### src/rtl/tate_pkg.sv
// Shared types, constants and helpers for the two-way ranging anchor engine.
// No dependencies; imported by tate_tof_unit and twr_anchor_tof_engine_core.
package tate_pkg;

    // Default timestamp width, the default of the STAMP_BITS parameter
    localparam int STAMP_BITS_DEF = 40;

    // Time of flight result width (fixed, signed)
    localparam int TOF_BITS = 41;

    // Digit width of the shared multiplier pass
    localparam int DIGIT_BITS = 8;

    // Register width, reset value and idle count ceiling
    localparam int TIMEOUT_BITS = 16;
    localparam logic [TIMEOUT_BITS-1:0] IDLE_TIMEOUT_RESET = 16'd300;
    localparam logic [TIMEOUT_BITS-1:0] IDLE_COUNT_MAX = 16'hFFFF;

    // Input item field widths
    localparam int CMD_BITS = 2;
    localparam int MSG_BITS = 8;

    // Commands
    localparam logic [CMD_BITS-1:0] CMD_FRAME    = 2'd0;
    localparam logic [CMD_BITS-1:0] CMD_ACK_DONE = 2'd1;
    localparam logic [CMD_BITS-1:0] CMD_TICK     = 2'd2;

    // Message kinds
    localparam logic [MSG_BITS-1:0] MSG_POLL         = 8'd0;
    localparam logic [MSG_BITS-1:0] MSG_RANGE        = 8'd2;
    localparam logic [MSG_BITS-1:0] MSG_RANGE_REPORT = 8'd3;
    localparam logic [MSG_BITS-1:0] MSG_NONE         = 8'd255;

    // Expected next message
    localparam logic [1:0] AWAIT_POLL   = 2'd0;
    localparam logic [1:0] AWAIT_RANGE  = 2'd1;
    localparam logic [1:0] AWAIT_REPORT = 2'd2;

    // Saturation bounds of the time of flight
    localparam logic [TOF_BITS-1:0] TOF_NEG_MAG = TOF_BITS'(1) << (TOF_BITS - 1);
    localparam logic [TOF_BITS-1:0] TOF_POS_MAX = TOF_NEG_MAG - TOF_BITS'(1);

    // One result item, first field in the highest bits
    typedef struct packed {
        logic [1:0]                 awaiting;
        logic                       sequence_failed;
        logic                       divide_error;
        logic signed [TOF_BITS-1:0] time_of_flight;
        logic                       tof_valid;
        logic                       send_poll_ack;
    } out_item_t;

    localparam int OUT_FIELD_BITS = $bits(out_item_t);
    localparam int OUT_DATA_BITS  = ((OUT_FIELD_BITS + 7) / 8) * 8;

    // Status of the time of flight unit toward the sequencer
    typedef struct packed {
        logic                       busy;
        logic                       done;
        logic                       tof_valid;
        logic                       divide_error;
        logic signed [TOF_BITS-1:0] time_of_flight;
    } tof_stat_t;

    // Message code that the expected-kind state stands for
    function automatic logic [MSG_BITS-1:0] kind_code(input logic [1:0] kind);
        logic [MSG_BITS-1:0] code;
        unique case (kind)
            AWAIT_POLL:   code = MSG_POLL;
            AWAIT_RANGE:  code = MSG_RANGE;
            AWAIT_REPORT: code = MSG_RANGE_REPORT;
            default:      code = MSG_NONE;
        endcase
        return code;
    endfunction

endpackage

### src/rtl/tate_tof_unit.sv
// Iterative time of flight unit: digit-serial products, then restoring division.
// Depends on tate_pkg.
module tate_tof_unit
    import tate_pkg::*;
#(
    parameter int STAMP_BITS = STAMP_BITS_DEF
) (
    input  logic                  aclk,
    input  logic                  aresetn,
    input  logic                  start,
    input  logic [STAMP_BITS-1:0] round1,
    input  logic [STAMP_BITS-1:0] reply1,
    input  logic [STAMP_BITS-1:0] round2,
    input  logic [STAMP_BITS-1:0] reply2,
    output tof_stat_t             stat
);

    localparam int DW     = STAMP_BITS + 2;               // divisor width
    localparam int NW     = 2 * STAMP_BITS;               // numerator magnitude width
    localparam int AW     = NW + 1;                       // signed accumulator width
    localparam int DIGITS = (STAMP_BITS + DIGIT_BITS - 1) / DIGIT_BITS;
    localparam int KW     = $clog2(DIGITS);
    localparam int BPW    = DIGITS * DIGIT_BITS;
    localparam int PPW    = STAMP_BITS + DIGIT_BITS;
    localparam int CW     = (NW > DW + TOF_BITS) ? NW : DW + TOF_BITS;
    localparam int QCW    = $clog2(TOF_BITS);

    typedef enum logic [2:0] {U_IDLE, U_MUL, U_ABS, U_CHK, U_DIV, U_FIN} ustate_t;

    ustate_t                     st_reg, st_next;
    logic [STAMP_BITS-1:0]       mul_a_reg, mul_a_next;
    logic [BPW-1:0]              mul_b_reg, mul_b_next;
    logic [STAMP_BITS-1:0]       sec_a_reg, sec_a_next;
    logic [STAMP_BITS-1:0]       sec_b_reg, sec_b_next;
    logic                        phase_reg, phase_next;
    logic [KW-1:0]               k_reg, k_next;
    logic [AW-1:0]               acc_reg, acc_next;
    logic                        neg_reg, neg_next;
    logic [NW-1:0]               num_reg, num_next;
    logic [DW-1:0]               d_reg, d_next;
    logic [DW-1:0]               rem_reg, rem_next;
    logic [TOF_BITS-1:0]         q_reg, q_next;
    logic [QCW-1:0]              qc_reg, qc_next;
    logic                        sat_reg, sat_next;
    logic                        derr_reg, derr_next;
    logic                        done_reg, done_next;
    logic                        valid_reg, valid_next;
    logic [TOF_BITS-1:0]         tof_reg, tof_next;

    logic [DIGIT_BITS-1:0]       digit;
    logic [PPW-1:0]              pp;
    logic [AW-1:0]               pp_sh;
    logic [AW-1:0]               acc_neg;
    logic [DW:0]                 trial;
    logic [DW:0]                 trial_diff;
    logic                        trial_ge;
    logic [TOF_BITS-1:0]         mag;

    // Shared datapath: one SB x 8 digit product, one wide add, one trial subtract
    assign digit      = mul_b_reg[k_reg * DIGIT_BITS +: DIGIT_BITS];
    assign pp         = PPW'(mul_a_reg) * PPW'(digit);
    assign pp_sh      = AW'(pp) << (k_reg * DIGIT_BITS);
    assign acc_neg    = ~acc_reg + AW'(1);
    assign trial      = {rem_reg, q_reg[TOF_BITS-1]};
    assign trial_diff = trial - {1'b0, d_reg};
    assign trial_ge   = (trial >= {1'b0, d_reg});

    always_comb begin
        st_next    = st_reg;
        mul_a_next = mul_a_reg;
        mul_b_next = mul_b_reg;
        sec_a_next = sec_a_reg;
        sec_b_next = sec_b_reg;
        phase_next = phase_reg;
        k_next     = k_reg;
        acc_next   = acc_reg;
        neg_next   = neg_reg;
        num_next   = num_reg;
        d_next     = d_reg;
        rem_next   = rem_reg;
        q_next     = q_reg;
        qc_next    = qc_reg;
        sat_next   = sat_reg;
        derr_next  = derr_reg;
        done_next  = done_reg;
        valid_next = valid_reg;
        tof_next   = tof_reg;
        mag        = q_reg;

        unique case (st_reg)
            U_IDLE: begin
                if (start) begin
                    mul_a_next = round1;
                    mul_b_next = BPW'(round2);
                    sec_a_next = reply1;
                    sec_b_next = reply2;
                    d_next     = DW'(round1) + DW'(round2) + DW'(reply1) + DW'(reply2);
                    acc_next   = '0;
                    k_next     = '0;
                    phase_next = 1'b0;
                    sat_next   = 1'b0;
                    derr_next  = 1'b0;
                    done_next  = 1'b0;
                    st_next    = U_MUL;
                end
            end
            U_MUL: begin
                // add round1*round2, then subtract reply1*reply2
                acc_next = phase_reg ? (acc_reg - pp_sh) : (acc_reg + pp_sh);
                if (k_reg == KW'(DIGITS - 1)) begin
                    k_next = '0;
                    if (!phase_reg) begin
                        phase_next = 1'b1;
                        mul_a_next = sec_a_reg;
                        mul_b_next = BPW'(sec_b_reg);
                    end else begin
                        st_next = U_ABS;
                    end
                end else begin
                    k_next = k_reg + KW'(1);
                end
            end
            U_ABS: begin
                neg_next = acc_reg[AW-1];
                num_next = acc_reg[AW-1] ? acc_neg[NW-1:0] : acc_reg[NW-1:0];
                st_next  = U_CHK;
            end
            U_CHK: begin
                if (d_reg == '0) begin
                    derr_next = 1'b1;
                    st_next   = U_FIN;
                end else if (CW'(num_reg) >= (CW'(d_reg) << TOF_BITS)) begin
                    // quotient has bits above the result width
                    sat_next = 1'b1;
                    st_next  = U_FIN;
                end else begin
                    rem_next = DW'(num_reg >> TOF_BITS);
                    q_next   = num_reg[TOF_BITS-1:0];
                    qc_next  = '0;
                    st_next  = U_DIV;
                end
            end
            U_DIV: begin
                rem_next = trial_ge ? trial_diff[DW-1:0] : trial[DW-1:0];
                q_next   = {q_reg[TOF_BITS-2:0], trial_ge};
                if (qc_reg == QCW'(TOF_BITS - 1)) begin
                    st_next = U_FIN;
                end else begin
                    qc_next = qc_reg + QCW'(1);
                end
            end
            U_FIN: begin
                if (derr_reg) begin
                    valid_next = 1'b0;
                    tof_next   = '0;
                end else if (neg_reg) begin
                    mag        = (sat_reg || q_reg > TOF_NEG_MAG) ? TOF_NEG_MAG : q_reg;
                    valid_next = 1'b1;
                    tof_next   = ~mag + TOF_BITS'(1);
                end else begin
                    valid_next = 1'b1;
                    tof_next   = (sat_reg || q_reg[TOF_BITS-1]) ? TOF_POS_MAX : q_reg;
                end
                done_next = 1'b1;
                st_next   = U_IDLE;
            end
            default: st_next = U_IDLE;
        endcase
    end

    always_ff @(posedge aclk) begin
        if (!aresetn) begin
            st_reg    <= U_IDLE;
            done_reg  <= 1'b0;
            valid_reg <= 1'b0;
            derr_reg  <= 1'b0;
        end else begin
            st_reg    <= st_next;
            done_reg  <= done_next;
            valid_reg <= valid_next;
            derr_reg  <= derr_next;
        end
        mul_a_reg <= mul_a_next;
        mul_b_reg <= mul_b_next;
        sec_a_reg <= sec_a_next;
        sec_b_reg <= sec_b_next;
        phase_reg <= phase_next;
        k_reg     <= k_next;
        acc_reg   <= acc_next;
        neg_reg   <= neg_next;
        num_reg   <= num_next;
        d_reg     <= d_next;
        rem_reg   <= rem_next;
        q_reg     <= q_next;
        qc_reg    <= qc_next;
        sat_reg   <= sat_next;
        tof_reg   <= tof_next;
    end

    assign stat.busy           = (st_reg != U_IDLE);
    assign stat.done           = done_reg;
    assign stat.tof_valid      = valid_reg;
    assign stat.divide_error   = derr_reg;
    assign stat.time_of_flight = tof_reg;

endmodule

### src/rtl/twr_anchor_tof_engine_core.sv
// Top level of the two-way ranging anchor engine: event sequencer, protocol state
// and result register. Depends on tate_pkg and tate_tof_unit.
//
// Anchor side of asymmetric double-sided two-way ranging. Each request on the
// s_axis side is one event (frame received, poll-ack transmit done, or a
// millisecond tick) and produces exactly one result request on the m_axis side.
// Ticks, transmit-done events and every frame other than a range frame that
// passes the sequence check finish directly: the result lands in the output
// register at the accepting edge. A range frame that passes the check starts the
// shared time of flight unit, which forms both 2*STAMP_BITS-bit products with a
// STAMP_BITS x 8 digit multiplier and then runs a one-bit-per-cycle restoring
// divider over the 41 result bits; the block accepts no new request meanwhile.
// A zero divisor or a quotient beyond the result range skips the divider.
// Quotients beyond the 41-bit signed range saturate, and a zero divisor reports
// divide_error with tof_valid low. A new request is taken only while the output
// register is empty or drained at the same edge, so a stalled result holds off
// the input. The user must write idle_timeout_ms through cfg_wr_en/cfg_wr_data
// only while idle; the block itself does not enforce this.
module twr_anchor_tof_engine_core
    import tate_pkg::*;
#(
    parameter int STAMP_BITS = STAMP_BITS_DEF,
    parameter int IN_DATA_BITS = ((MSG_BITS + 4 * STAMP_BITS + 7) / 8) * 8
) (
    input  logic                     aclk,
    input  logic                     aresetn,
    // configuration: idle_timeout_ms
    input  logic                     cfg_wr_en,
    input  logic [TIMEOUT_BITS-1:0]  cfg_wr_data,
    // event requests
    input  logic                     s_axis_tvalid,
    output logic                     s_axis_tready,
    // msg_id, local_time, tag_poll_sent, tag_ack_received, tag_range_sent, zero pad
    input  logic [IN_DATA_BITS-1:0]  s_axis_tdata,
    // command
    input  logic [CMD_BITS-1:0]      s_axis_tuser,
    // result requests
    output logic                     m_axis_tvalid,
    input  logic                     m_axis_tready,
    // send_poll_ack, tof_valid, time_of_flight, divide_error, sequence_failed,
    // awaiting, zero pad
    output logic [OUT_DATA_BITS-1:0] m_axis_tdata
);

    localparam int SB = STAMP_BITS;

    typedef enum logic {ST_IDLE, ST_BUSY} state_t;

    // Protocol state
    state_t                  st_reg, st_next;
    logic [TIMEOUT_BITS-1:0] timeout_reg, timeout_next;
    logic [1:0]              expected_reg, expected_next;
    logic                    failed_reg, failed_next;
    logic [SB-1:0]           poll_rx_reg, poll_rx_next;
    logic [SB-1:0]           ack_tx_reg, ack_tx_next;
    logic [TIMEOUT_BITS-1:0] idle_reg, idle_next;

    // Output register
    logic                     m_valid_reg, m_valid_next;
    logic [OUT_DATA_BITS-1:0] m_data_reg, m_data_next;

    // Request fields
    logic [CMD_BITS-1:0] in_cmd;
    logic [MSG_BITS-1:0] in_msg;
    logic [SB-1:0]       in_local;
    logic [SB-1:0]       in_tag_poll;
    logic [SB-1:0]       in_tag_ackrx;
    logic [SB-1:0]       in_tag_range;

    // Event decode results
    logic                    ev_fail;
    logic [1:0]              ev_expected;
    logic [SB-1:0]           ev_poll_rx;
    logic [SB-1:0]           ev_ack_tx;
    logic [TIMEOUT_BITS-1:0] ev_idle;
    logic                    ev_send;
    logic                    ev_compute;
    logic                    ev_fail_chk;
    logic [TIMEOUT_BITS-1:0] tick_count;

    logic      accept;
    logic      out_free;
    logic      tof_start;
    tof_stat_t tof_stat;
    out_item_t ev_item;
    out_item_t tof_item;
    out_item_t m_item;

    logic [SB-1:0] iv_round1;
    logic [SB-1:0] iv_reply1;
    logic [SB-1:0] iv_round2;
    logic [SB-1:0] iv_reply2;

    assign in_cmd       = s_axis_tuser;
    assign in_msg       = s_axis_tdata[MSG_BITS-1:0];
    assign in_local     = s_axis_tdata[MSG_BITS +: SB];
    assign in_tag_poll  = s_axis_tdata[MSG_BITS + SB +: SB];
    assign in_tag_ackrx = s_axis_tdata[MSG_BITS + 2 * SB +: SB];
    assign in_tag_range = s_axis_tdata[MSG_BITS + 3 * SB +: SB];

    // Take a request only when idle and the result slot frees up this cycle
    assign out_free      = !m_valid_reg || m_axis_tready;
    assign s_axis_tready = (st_reg == ST_IDLE) && out_free;
    assign accept        = s_axis_tvalid && s_axis_tready;

    // Intervals, each wrapping modulo 2^STAMP_BITS
    assign iv_round1 = in_tag_ackrx - in_tag_poll;
    assign iv_reply1 = ack_tx_reg - poll_rx_reg;
    assign iv_round2 = in_local - ack_tx_reg;
    assign iv_reply2 = in_tag_range - in_tag_ackrx;

    assign tick_count = (idle_reg == IDLE_COUNT_MAX) ? idle_reg : idle_reg + TIMEOUT_BITS'(1);

    // Event decode: what the protocol state becomes if this request is taken
    always_comb begin
        ev_fail     = failed_reg;
        ev_expected = expected_reg;
        ev_poll_rx  = poll_rx_reg;
        ev_ack_tx   = ack_tx_reg;
        ev_idle     = idle_reg;
        ev_send     = 1'b0;
        ev_compute  = 1'b0;
        ev_fail_chk = failed_reg || (in_msg != kind_code(expected_reg));

        unique case (in_cmd)
            CMD_FRAME: begin
                ev_fail = ev_fail_chk;
                case (in_msg)
                    MSG_POLL: begin
                        ev_fail     = 1'b0;
                        ev_poll_rx  = in_local;
                        ev_expected = AWAIT_RANGE;
                        ev_send     = 1'b1;
                        ev_idle     = '0;
                    end
                    MSG_RANGE: begin
                        // compute only on a clean sequence
                        ev_compute  = !ev_fail_chk;
                        ev_expected = AWAIT_REPORT;
                        ev_idle     = '0;
                    end
                    MSG_RANGE_REPORT: begin
                        ev_idle = '0;
                    end
                    default: ;
                endcase
            end
            CMD_ACK_DONE: begin
                ev_ack_tx = in_local;
                ev_idle   = '0;
            end
            CMD_TICK: begin
                // drop back to awaiting a poll once idle time exceeds the timeout
                if (tick_count > timeout_reg) begin
                    ev_expected = AWAIT_POLL;
                    ev_idle     = '0;
                end else begin
                    ev_idle = tick_count;
                end
            end
            default: ;
        endcase
    end

    // Result of an event that needs no range computation
    always_comb begin
        ev_item                 = '0;
        ev_item.send_poll_ack   = ev_send;
        ev_item.sequence_failed = ev_fail;
        ev_item.awaiting        = ev_expected;
    end

    // Result of a range computation
    always_comb begin
        tof_item                 = '0;
        tof_item.tof_valid       = tof_stat.tof_valid;
        tof_item.time_of_flight  = tof_stat.time_of_flight;
        tof_item.divide_error    = tof_stat.divide_error;
        tof_item.sequence_failed = failed_reg;
        tof_item.awaiting        = expected_reg;
    end

    assign tof_start = accept && ev_compute;

    tate_tof_unit #(
        .STAMP_BITS (STAMP_BITS)
    ) u_tof (
        .aclk    (aclk),
        .aresetn (aresetn),
        .start   (tof_start),
        .round1  (iv_round1),
        .reply1  (iv_reply1),
        .round2  (iv_round2),
        .reply2  (iv_reply2),
        .stat    (tof_stat)
    );

    // Sequencer
    always_comb begin
        st_next       = st_reg;
        timeout_next  = cfg_wr_en ? cfg_wr_data : timeout_reg;
        expected_next = expected_reg;
        failed_next   = failed_reg;
        poll_rx_next  = poll_rx_reg;
        ack_tx_next   = ack_tx_reg;
        idle_next     = idle_reg;
        m_valid_next  = m_valid_reg && !m_axis_tready;
        m_data_next   = m_data_reg;

        unique case (st_reg)
            ST_IDLE: begin
                if (accept) begin
                    expected_next = ev_expected;
                    failed_next   = ev_fail;
                    poll_rx_next  = ev_poll_rx;
                    ack_tx_next   = ev_ack_tx;
                    idle_next     = ev_idle;
                    if (ev_compute) begin
                        st_next = ST_BUSY;
                    end else begin
                        m_valid_next = 1'b1;
                        m_data_next  = OUT_DATA_BITS'(ev_item);
                    end
                end
            end
            ST_BUSY: begin
                // hold the unit's result until the slot is free
                if (tof_stat.done && out_free) begin
                    m_valid_next = 1'b1;
                    m_data_next  = OUT_DATA_BITS'(tof_item);
                    st_next      = ST_IDLE;
                end
            end
            default: st_next = ST_IDLE;
        endcase
    end

    always_ff @(posedge aclk) begin
        if (!aresetn) begin
            st_reg       <= ST_IDLE;
            timeout_reg  <= IDLE_TIMEOUT_RESET;
            expected_reg <= AWAIT_POLL;
            failed_reg   <= 1'b0;
            poll_rx_reg  <= '0;
            ack_tx_reg   <= '0;
            idle_reg     <= '0;
            m_valid_reg  <= 1'b0;
        end else begin
            st_reg       <= st_next;
            timeout_reg  <= timeout_next;
            expected_reg <= expected_next;
            failed_reg   <= failed_next;
            poll_rx_reg  <= poll_rx_next;
            ack_tx_reg   <= ack_tx_next;
            idle_reg     <= idle_next;
            m_valid_reg  <= m_valid_next;
        end
        m_data_reg <= m_data_next;
    end

    assign m_axis_tvalid = m_valid_reg;
    assign m_axis_tdata  = m_data_reg;
    assign m_item        = out_item_t'(m_data_reg[OUT_FIELD_BITS-1:0]);

    // A result never reports both a time of flight and a divide error
    a_tof_excl: assert property (@(posedge aclk) disable iff (!aresetn)
        m_valid_reg |-> !(m_item.tof_valid && m_item.divide_error))
        else $error("tof_valid and divide_error set together");

    // A poll-ack request always leaves a clean sequence awaiting a range frame
    a_poll_ack: assert property (@(posedge aclk) disable iff (!aresetn)
        (m_valid_reg && m_item.send_poll_ack) |->
            (m_item.awaiting == AWAIT_RANGE) && !m_item.sequence_failed)
        else $error("poll-ack with wrong sequence state");

    // A time of flight comes only from a clean range frame
    a_tof_state: assert property (@(posedge aclk) disable iff (!aresetn)
        (m_valid_reg && m_item.tof_valid) |->
            (m_item.awaiting == AWAIT_REPORT) && !m_item.sequence_failed)
        else $error("time of flight with wrong sequence state");

    // The shared unit runs only while the sequencer waits on it
    a_unit_busy: assert property (@(posedge aclk) disable iff (!aresetn)
        tof_stat.busy |-> (st_reg == ST_BUSY) && !s_axis_tready)
        else $error("unit busy outside of a range computation");

endmodule
### config.mk
export PLATFORM = sky130hd
export DESIGN_NAME = twr_anchor_tof_engine_core
export DESIGN_NICKNAME = d
export VERILOG_FILES = /design/src/rtl/tate_pkg.sv /design/src/rtl/tate_tof_unit.sv /design/src/rtl/twr_anchor_tof_engine_core.sv
export SDC_FILE = /design/constraint.sdc
export NUM_CORES = 2
export LEC_CHECK = 0
export BUFFER_PORTS_ARGS = -buffer_cell sky130_fd_sc_hd__buf_2
export CAP_MARGIN = 20
export CORE_UTILIZATION = 40
export DETAILED_ROUTE_END_ITERATION = 10
export GPL_TIMING_DRIVEN = 0
export PLACE_DENSITY = 0.6
export SYNTH_ARGS = -nofsm -noshare
export SYNTH_HDL_FRONTEND = slang
export SYNTH_SLANG_ARGS = --single-unit
export TNS_END_PERCENT = 10
### constraint.sdc
create_clock -name aclk -period 16.9 [get_ports aclk]
set_input_delay 5.07 -clock aclk [delete_from_list [all_inputs] [get_ports aclk]]
set_output_delay 5.07 -clock aclk [all_outputs]
set_load 0.03 [all_outputs]
==> impl_metrics.json <==
{
  "hp-start": "u_tof.acc_reg[80]",
  "ant_nets": 0,
  "n_fill_cell": 15700,
  "die_w_um": 401,
  "yosysMostFrequentCell": "nand2_1",
  "yosys.area.top_type": "edfxtp_1",
  "synthArstFlopShare_pct": 0,
  "syn2layout_area_growth_pct": 10.9,
  "end_kind": "register",
  "ys_seq_elements": 669,
  "route.vias.total": 56600,
  "synth_top_area_share_pct": 25.7,
  "max_slew_margin_pct": 19.6,
  "wl_per_cell_um": 24.1,
  "maxSlewViolCount": 0,
  "tns_ns": 0,
  "finalSetupViolCount": 0,
  "synth-main-ff-cell": "edfxtp_1",
  "netlist_top_cells_area": "edfxtp_1 26%, ha_1 9.6%, fa_1 8.7%",
  "final-seq-area_mm2": 0.0189,
  "hold_end": "u_tof.neg_reg",
  "multi_input_area_mm2": 0.0417,
  "synthesis.area_mm2": 0.0638,
  "setup_slack_ns": 0.335,
  "grt_pass1_vias": 54800,
  "vdd_drop_max_uv": 133,
  "rr_endpoint": "u_tof.acc_reg[80]",
  "reg2reg_depth": 47,
  "final_util_pct": 44.7,
  "min_path_type": "reg2reg",
  "antenna_found_initial": 7,
  "critical_path.slowest_cell": "a211oi_1",
  "clock_sinks": 669,
  "drt_wl_total_um": 237000,
  "ys_warn_count": 0,
  "powerDensity_mw_per_mm2": 89.0,
  "crit_family": "compound AO/OA/AOI/OAI gates",
  "cp-start-kind": "register",
  "crit_fanout": 10,
  "initial_core_util_pct": 40.3,
  "drive_gt1_share_pct": 6.91,
  "fp.coreArea_mm2": 0.158,
  "synth.avg_cell_area_um2": 8.68,
  "cts_tree": "built",
  "fmax_mhz": 60.4,
  "finalNetCount": 8647,
  "io_pins": 241,
  "post-route-min-period_ns": 16.56,
  "clockBufferDepth": 3,
  "first_pass_iters": 5,
  "rows": 146,
  "overflow": 0,
  "vias_per_cell": 5.76,
  "root_buffer": "clkbuf_16",
  "die_area_mm2": 0.161,
  "hold_depth": 0,
  "cp.arrival_ns": 16.99,
  "r2r-start": "u_tof.k_reg[0]",
  "gp_congestion": 1.02,
  "criticalPathCategory": "reg2reg",
  "worstMarginPinSlew_ns": 1.21,
  "hold_viol": 0,
  "cts_made_buffers": 79,
  "leakage_uw": 0.0290,
  "synth.top_cells.by_count": "922 x nand2_1, 594 x inv_1, 563 x a21oi_1",
  "postCtsHoldBufs": 0,
  "drc": 0,
  "synthDistinctLibCells": 116,
  "rsz0062_at_grt": "no",
  "hpwl_um": 196000,
  "synth_edf_count": 546,
  "drtIter0Drc": 5255,
  "largest_reg_flops": 81,
  "grt.total_usage_pct": 28.7,
  "skew_ns": 0.0506,
  "synth_nets": 8307,
  "clkLatencyLatePin_ns": 0.70,
  "status": "finished, final reports clean",
  "cp_slowest_stage_delay_ns": 1.03,
  "total_power_uw": 6300,
  "syn_inst": 7351,
  "pre_cts_slack_ns": -0.303,
  "cts.reportedPaths.clkPinSlew_ns": 0.06,
  "die_h_um": 401,
  "rrSetupSlack_ns": 0.34,
  "io_buffers": 236,
  "grt_max_degree": 86,
  "yosysSeqAreaShare_pct": 29.6,
  "ctsHtreeMaxLevel": 3,
  "fin_crit_sh_pct": 98.0,
  "crit_buf_inv": 13,
  "drv_cap": 0,
  "grt_pass1_wl_um": 350000,
  "cp.required_ns": 17.33
}
[kinds of logic after synthesis]
| logic type | count (synthesis) | share of synthesized area (%) |
|---|---|---|
| buf+inv | 877 | 5.24 |
| flops | 669 | 29.6 |
| other cells | 1 | 0.00588 |
| compound gates | 1839 | 18.6 |
| mux | 87 | 1.58 |
| simple gates | 2584 | 19.5 |
| xor+xnor | 529 | 7.27 |
| fa+ha+maj | 765 | 18.2 |
[metal layers]
layer | GRT usage, % | vias up | part of all wire (%)
met3 | 3.66 | 460 | 6.0
met4 | 14.0 | 4 | 5.5
li1 | - | 26600 | -
met1 | 37.9 | 27500 | 43
met2 | 46.5 | 1982 | 45
met5 | 0 | - | 0.012
[cell type report]
class	instances	area share, %
Inverter	596	3.17
Clock inverter	41	0.686
Clock buffer	102	3.00
Buffer	281	1.59
Antenna cell	3	0.0106
Timing Repair Buffer	259	2.24
Sequential cell	669	26.7
Tap cell	2072	3.66
Multi-Input combinational cell	5805	59.0
[cells in the final DEF (no fill, tap or decap), drive strengths merged, types with 18 or more instances in the layout]
master,count
nand2b,91
a22oi,22
clkbuf,339
and3,74
nand2,923
a21boi,28
xnor2,377
o21a,86
a211oi,81
clkinv,29
ha,489
o31ai,67
inv,601
mux2,18
nor3,123
o211ai,53
a221oi,20
or3,70
xor2,152
mux2i,60
o21ai,366
a21oi,568
nand3,122
dfxtp,123
fa,276
nor4,42
edfxtp,546
or4,18
nor2,552
buf,302
a31oi,63
or2,23
a21o,192
nor2b,283
a211o,19
nand4,79
and2,125
o21bai,77
[repair_timing]
action,4_1_cts,5_1_grt
resized for setup,6,25
buffers inserted,0,0
setup endpoints to repair,1,5
pin swaps,0,0
[how the worst max path moves through the flow]
stage / slack [ns] / depth (start not counted) / end / startpoint
after floorplan: 4.93 / 35 / u_tof.d_reg[39] / s_axis_tdata[8]
after global placement: -0.64 / 48 / u_tof.acc_reg[80] / u_tof.k_reg[0]
after detailed placement: -0.30 / 47 / u_tof.acc_reg[80] / u_tof.k_reg[0]
after CTS: 0.12 / 50 / u_tof.acc_reg[80] / u_tof.k_reg[0]
after global routing: 0.004 / 48 / u_tof.acc_reg[80] / u_tof.k_reg[0]
final: 0.34 / 47 / u_tof.acc_reg[80] / u_tof.k_reg[0]
[worst reg2reg max path: cells and delay by family, from the launching register on]
kind / cells / cell delay [ns]
AO/OA/AOI/OAI: 16 / 5.49
XOR/XNOR: 3 / 0.84
adder cells (fa/ha/maj): 6 / 2.67
buffers and inverters: 13 / 4.42
flip-flops: 1 / 0.65
multiplexers: 1 / 0.51
AND/OR/NAND/NOR: 8 / 1.75
[stage by stage]
stage | std cells | area, um^2 | hold WS, ns
detailed placement | 9681 | 68000 | 0.432
global route | 9825 | 70700 | 0.468
global placement | 9659 | 67600 | 0.428
finish | 9828 | 70700 | 0.447
CTS | 9824 | 70700 | 0.447
floorplan | 7351 | 63800 | 0.424
[report_power, final]
group | internal, uW | switching (uW)
clock | 1010 | 759
sequential | 1920 | 5.26
combinational | 978 | 1630
total | 3910 | 2390
Note: power is estimated with default switching activity, not from simulation.
